`src/sv/ftft_pkg.sv`:
```
// Shared types, constants and the key hash for the five-tuple flow table.
// No dependencies; used by every module of the block.
`timescale 1ns / 1ps
`default_nettype none
package ftft_pkg;

   localparam int BUCKET_BITS = 10;
   localparam int WAYS        = 4;
   localparam int NBUCKETS    = 1 << BUCKET_BITS;
   localparam int WAY_W       = (WAYS > 1) ? $clog2(WAYS) : 1;
   localparam int CNT_W       = $clog2(NBUCKETS * WAYS + 1);

   localparam logic [1:0] CMD_LOOKUP = 2'd0;
   localparam logic [1:0] CMD_INSERT = 2'd1;
   localparam logic [1:0] CMD_EVICT  = 2'd2;
   localparam logic [1:0] CMD_NOP    = 2'd3;

   localparam logic [1:0] STAT_OK   = 2'd0;
   localparam logic [1:0] STAT_MISS = 2'd1;
   localparam logic [1:0] STAT_FULL = 2'd2;

   localparam logic [31:0] HASH_MULT = 32'h045d9f3b;
   localparam logic [15:0] TTL_RESET = 16'd120;
   localparam logic        TTL_ADDR  = 1'b0;

   typedef struct packed {
      logic [7:0]  proto;
      logic [15:0] dport;
      logic [15:0] sport;
      logic [31:0] dst;
      logic [31:0] src;
   } key_type;

   typedef struct packed {
      logic [WAYS-1:0]             valid;
      key_type [WAYS-1:0]          key;
      logic [WAYS-1:0][31:0]       seen;
   } row_type;

   // Result item, lowest field in the lowest bits.
   typedef struct packed {
      logic [31:0] eviction_total;
      logic [31:0] miss_total;
      logic [31:0] hit_total;
      logic [12:0] live_count;
      logic [12:0] evicted_now;
      logic [31:0] entry_time;
      logic [1:0]  way;
      logic [9:0]  bucket;
      logic [1:0]  status;
   } rsp_type;

   typedef struct packed {
      logic ld_req;
      logic ld_prod;
      logic rd_bucket;
      logic exec;
      logic clr_wr;
      logic ev_rd;
      logic ev_wb;
      logic finish;
   } cmd_type;

   typedef struct packed {
      logic       last_row;
      logic       out_free;
      logic [1:0] op;
   } stat_type;

   function automatic logic [31:0] hash_fold(key_type k);
      logic [31:0] x;
      x = k.src ^ k.dst ^ {k.sport, k.dport} ^ {24'd0, k.proto};
      return x ^ (x >> 16);
   endfunction

endpackage
`default_nettype wire

```
`src/sv/ftft_ctrl.sv`:
```
// Controller state machine of the five-tuple flow table.
// Depends on ftft_pkg; drives the datapath through cmd_type.
`timescale 1ns / 1ps
`default_nettype none
module ftft_ctrl (
   input  wire logic               clock,
   input  wire logic               reset,
   input  wire logic               req_tvalid,
   output logic                    req_tready,
   input  wire ftft_pkg::stat_type stat,
   output ftft_pkg::cmd_type       cmd
);

   localparam logic [2:0] S_CLEAR = 3'd0;
   localparam logic [2:0] S_IDLE  = 3'd1;
   localparam logic [2:0] S_MUL   = 3'd2;
   localparam logic [2:0] S_READ  = 3'd3;
   localparam logic [2:0] S_EXEC  = 3'd4;
   localparam logic [2:0] S_EV_RD = 3'd5;
   localparam logic [2:0] S_EV_WB = 3'd6;
   localparam logic [2:0] S_DONE  = 3'd7;

   logic [2:0] state_ff, state_in;

   assign req_tready = (state_ff == S_IDLE);

   always_comb begin
      state_in = state_ff;
      cmd      = '0;
      unique case (state_ff)
         S_CLEAR: begin
            cmd.clr_wr = 1'b1;
            if (stat.last_row) state_in = S_IDLE;
         end
         S_IDLE: begin
            if (req_tvalid) begin
               cmd.ld_req = 1'b1;
               state_in   = S_MUL;
            end
         end
         S_MUL: begin
            // op is captured by now; branch on it
            case (stat.op)
               ftft_pkg::CMD_EVICT: state_in = S_EV_RD;
               ftft_pkg::CMD_NOP:   state_in = S_DONE;
               default: begin
                  cmd.ld_prod = 1'b1;
                  state_in    = S_READ;
               end
            endcase
         end
         S_READ: begin
            cmd.rd_bucket = 1'b1;
            state_in      = S_EXEC;
         end
         S_EXEC: begin
            if (stat.out_free) begin
               cmd.exec = 1'b1;
               state_in = S_IDLE;
            end
         end
         S_EV_RD: begin
            cmd.ev_rd = 1'b1;
            state_in  = S_EV_WB;
         end
         S_EV_WB: begin
            cmd.ev_wb = 1'b1;
            state_in  = stat.last_row ? S_DONE : S_EV_RD;
         end
         S_DONE: begin
            if (stat.out_free) begin
               cmd.finish = 1'b1;
               state_in   = S_IDLE;
            end
         end
         default: state_in = S_IDLE;
      endcase
   end

   always_ff @(posedge clock) begin
      if (reset) state_ff <= S_CLEAR;
      else       state_ff <= state_in;
   end

endmodule
`default_nettype wire

```
`config.mk`:
```
export PLATFORM = sky130hd
export DESIGN_NAME = ftft_ctrl
export DESIGN_NICKNAME = d
export VERILOG_FILES = /design/src/sv/ftft_pkg.sv /design/src/sv/ftft_ctrl.sv
export SDC_FILE = /design/constraint.sdc
export NUM_CORES = 1
export LEC_CHECK = 0
export BUFFER_PORTS_ARGS = -buffer_cell sky130_fd_sc_hd__clkbuf_2
export CAP_MARGIN = 10
export CELL_PAD_IN_SITES_DETAIL_PLACEMENT = 0
export CELL_PAD_IN_SITES_GLOBAL_PLACEMENT = 2
export CORE_UTILIZATION = 20
export CTS_BUF_LIST = sky130_fd_sc_hd__clkbuf_4 sky130_fd_sc_hd__clkbuf_8 sky130_fd_sc_hd__clkbuf_16
export DETAILED_ROUTE_END_ITERATION = 6
export GPL_TIMING_DRIVEN = 0
export HOLD_SLACK_MARGIN = 0.15
export PLACE_DENSITY_LB_ADDON = 0.2
export REMOVE_ABC_BUFFERS = 1
export SYNTH_ARGS = -nofsm -noshare
export SYNTH_HDL_FRONTEND = slang
export SYNTH_SLANG_ARGS = --single-unit
```
`constraint.sdc`:
```
create_clock -name clock -period 1.3 [get_ports clock]
set_input_delay 0.065 -clock clock [delete_from_list [all_inputs] [get_ports clock]]
set_output_delay 0.065 -clock clock [all_outputs]
set_load 0.01 [all_outputs]
```
# Word-level counts from Yosys, hierarchy flattened

Cells that the tools add are included.

Equal/unequal tests: 12
Reduce and logical (&&, ||, !) cells: 4
Muxes and demuxes: 17

Operator list:

| cell               | number |
|---|---|
| $pmux 3 s7         | 1 |
| $eq 3x3->1 const B | 4 |
| $mux 1             | 11 |
| $mux 3             | 3 |
| $eq 3x2->1 const B | 2 |
| $pmux 3 s2         | 1 |
| $eq 2x2->1 const B | 2 |
| $ne 2x2->1 const B | 2 |
| $reduce_or 2->1    | 2 |
| $eq 3x1->1 const B | 1 |
| $logic_not 3->1    | 1 |
| $reduce_and 3->1   | 1 |
| $mux 2             | 1 |
| $ne 2x1->1 const B | 1 |

Input port bits: 7
Output and inout bits: 9
Word-level logic and storage cells: 34
Register bits: 3

# Depth between registers and ports, before layout

Word-level depth: 4
Gate-level depth with buffers: 5
Mapped depth without buffers: 4

# Least setup slack after synthesis

OpenSTA, ideal clock, no wires.

Path type: register to output
Start point: register state_ff[2]
End point: output port cmd[7] in the netlist's numbering
Stages on the path, launching flop included: 6
Arrival time: 1.022 ns
Path slack: 0.213 ns
Required time: 1.235 ns
Path buffers: 1
Cells stage by stage: dfxtp_1 > buf_4 > inv_1 > nand2_1 > nor2_1 > and2_1

RTL lines:

| item                   | RTL line        | RTL |
|---|---|---|
| start, declared        | ftft_ctrl.sv:23 | `logic [2:0] state_ff, state_in;` |
| start signal, assigned | ftft_ctrl.sv:82 | `else state_ff <= state_in;` |
| end, declared          | ftft_ctrl.sv:11 | `output ftft_pkg::cmd_type cmd` |

==> summary.txt <==
Clocking
  – CTS tree: yes
  – Clock Sinks: 3
  – H-tree level count: 1
  – Setup bufs post-CTS: 0
  – Worst-path clk slew: 40 ps
  – Clk_lat worst skew: 230 ps
  – Clock tree buffer depth: 2
  – TritonCTS Buffers: 3
  – Clock Root Buffer: clkbuf_4

Cells and area
  – Ant. Diodes: 0
  – Area grow syn2layout: 43.5%
  – Max reg flops: 3
  – Share of cells above drive strength 1: 53.6%
  – Highest-count cells in the layout ignoring fill and taps: clkbuf_2 (15), nor2_1 (4), nor3_1 (4), nand2_1 (4), clkbuf_4 (4)
  – Area occupied by multi-input gates: 200 sq um
  – Fin util: 31.6%
  – Reg area: 71.3 sq um
  – # nets final: 64
  – Fillers: 161
  – Commonest non-fill, non-tap cell in the layout: clkbuf_2
  – Largest regs: state_ff (3)
  – Biggest register: state_ff

Drt
  – # DRC: 0
  – Vias per cell: 4.54
  – Via count: 322
  – Routed wire length: 732 um
  – First-pass DRT Iterations: 2
  – Starting DRT DRC Count: 5
  – Drt wl/cell: 10.3 um
  – Antenna viol nets, final: 0

Synthesis
  – Largest family of logic cells by synthesized area: simple AND/OR/NAND/NOR gates
  – Synth Area in Simple Gates: 45.7%
  – Adder-Cell Fraction of Synth Area: 0%
  – Mux cell area share after synthesis: 0%
  – Post-synthesis area per instance: 7.44 sq um
  – Yosys Warn Count: 0
  – Yosys reg bits: 3
  – Cell variety after synth: 22
  – Post-Synthesis Cells: 39
  – Synth Area in XOR/XNOR: 0%
  – Compound-cell area share of the yosys netlist: 21.6%
  – Cell area after synthesis: 290 sq um
  – Register area share after synthesis: 20.7%

Global route
  – Global-route wire length before repair: 1170 um
  – Overflow after GRT: 0
  – Vias in the first global route: 287
  – Overall Global Routing Usage: 11.4%
  – Initial antenna violation count: 0
  – Largest net degree at the start of global routing: 13

Die
  – Die H: 40.1 um
  – Ports: 16
  – FP Rows: 13
  – Starting Density: 22.0%
  – Die width: 40.1 um
  – Die ar.: 1610 sq um
  – Core area: 1320 sq um

Critical path
  – Crit path DAT: 1140 ps
  – Worst Setup Path Type: register to output port
  – CP Launch Type: register
  – CP max FO: 12
  – Crit-path max cell delay: 400 ps
  – Worst Path Required: 1240 ps
  – Worst setup EP type: output port
  – Worst path slowest cell: dfxtp_4
  – Critical Path, Cell by Cell: nand2_1 -> nor3_2 -> clkbuf_2

Timing
  – Final setup vio count: 0
  – Final Max Slew Viols: 0
  – Final Skew: 0.307 ps
  – Hold WS: 228 ps
  – Fmax: 0.833 GHz
  – Slew HR: 83.4%
  – Minimum clock period: 1200 ps
  – Final period util: 92.3%
  – Hold Fails Final Rpt: 0
  – Slew @ Worst Pin: 248 ps
  – RSZ-0062 raised after global routing: false

Flow run
  – # Max-Cap Violations: 0

Placement
  – DPL Wire Length: 547 um
  – Buffers on Ports: 15
  – GP Congestion: 0.701

Power and ir drop
  – Maximum VDD drop: 0.588 mV
  – Pwr dens: 1000 nW/um^2
  – Leakage: 0.182 nW

Outcome
  – Status: finished, final reports clean

Worst hold path
  – HP Class: input port to register
[synth_stat cells (all sizes together)]
cell type  n  share of area [%]
a221oi     1                5.2
a211oi     1                2.6
nand2      5                6.5
nor2       5                6.5
inv        3                3.9
clkbuf     1                1.7
nor3       6                 14
and2       1                2.2
nand2b     2                6.9
o31ai      1                2.6
a21oi      2                3.4
a2111oi    1                5.2
buf        2                6.5
nor3b      1                2.6
or2b       1                2.6
and2b      1                2.6
o21a       1                2.6
dfxtp      3                 21
and3       1                2.2
[final timing paths]
check | startpoint | slack [ps] | end | cells after the start
max | state_ff[0] | 100 | cmd[0] | 3
min | stat[2] | 230 | state_ff[2] | 4
max reg2reg | state_ff[0] | 170 | state_ff[1] | 4
min reg2reg | state_ff[1] | 530 | state_ff[0] | 2
[kinds of logic after synthesis]
family	after synthesis
AND/OR/NAND/NOR	23
AO/OA/AOI/OAI	7
buffers and inverters	6
flip-flops	3
[timing repair]
item                                   CTS  global route
endpoints found under the hold margin    3             0
pin swaps                                1             0
hold buffers                             1             0
gates cloned                             0             0
gates resized for setup                  4             5
setup endpoints to repair                6             2
[worst max-delay path, delay by kind of cell, from the launching register on]
kind,cells,cell delay [ps]
flops,1,400
simple gates,2,330
buf+inv,1,170
[where the power goes]
part | leakage, nW | internal [mW] | switching [mW]
Clock | 0.0184 | 0.136 | 0.0499
Combinational | 0.137 | 0.0541 | 0.0552
Sequential | 0.0267 | 0.100 | 0.0219
[through the flow]
step	worst slack, ps	power (mW)	area (sq um)	setup TNS (ps)	instances
after detailed placement	15.9	0.228	360	0	66
final	99.9	0.417	417	0	71
after global placement	-9.58	0.228	360	-9.58	66
after floorplan	139	0.186	267	0	36
after global routing	6.43	0.444	417	0	71
after CTS	4.18	0.424	404	0	71
[area by class of cell]
cell class              instances  share of cell area [%]
multi-input cells              30                    48.0
repair buffers                 16                    20.4
well taps                      15                    4.50
inverters                       3                    2.70
flip-flops and latches          3                    17.1
clock buffers                   4                    7.21
[per-layer routing]
layer  track usage, %  wire length [um]  up-vias  share of wire (%)
li1                 -                 -      166                  -
met1             13.7               350      143                 48
met2             16.1               321       13                 44
met3             6.67                60        0                8.2
met4             5.17                 0        0                  0
met5                0                 0        -                  0
Note: power is estimated with default switching activity, not from simulation.
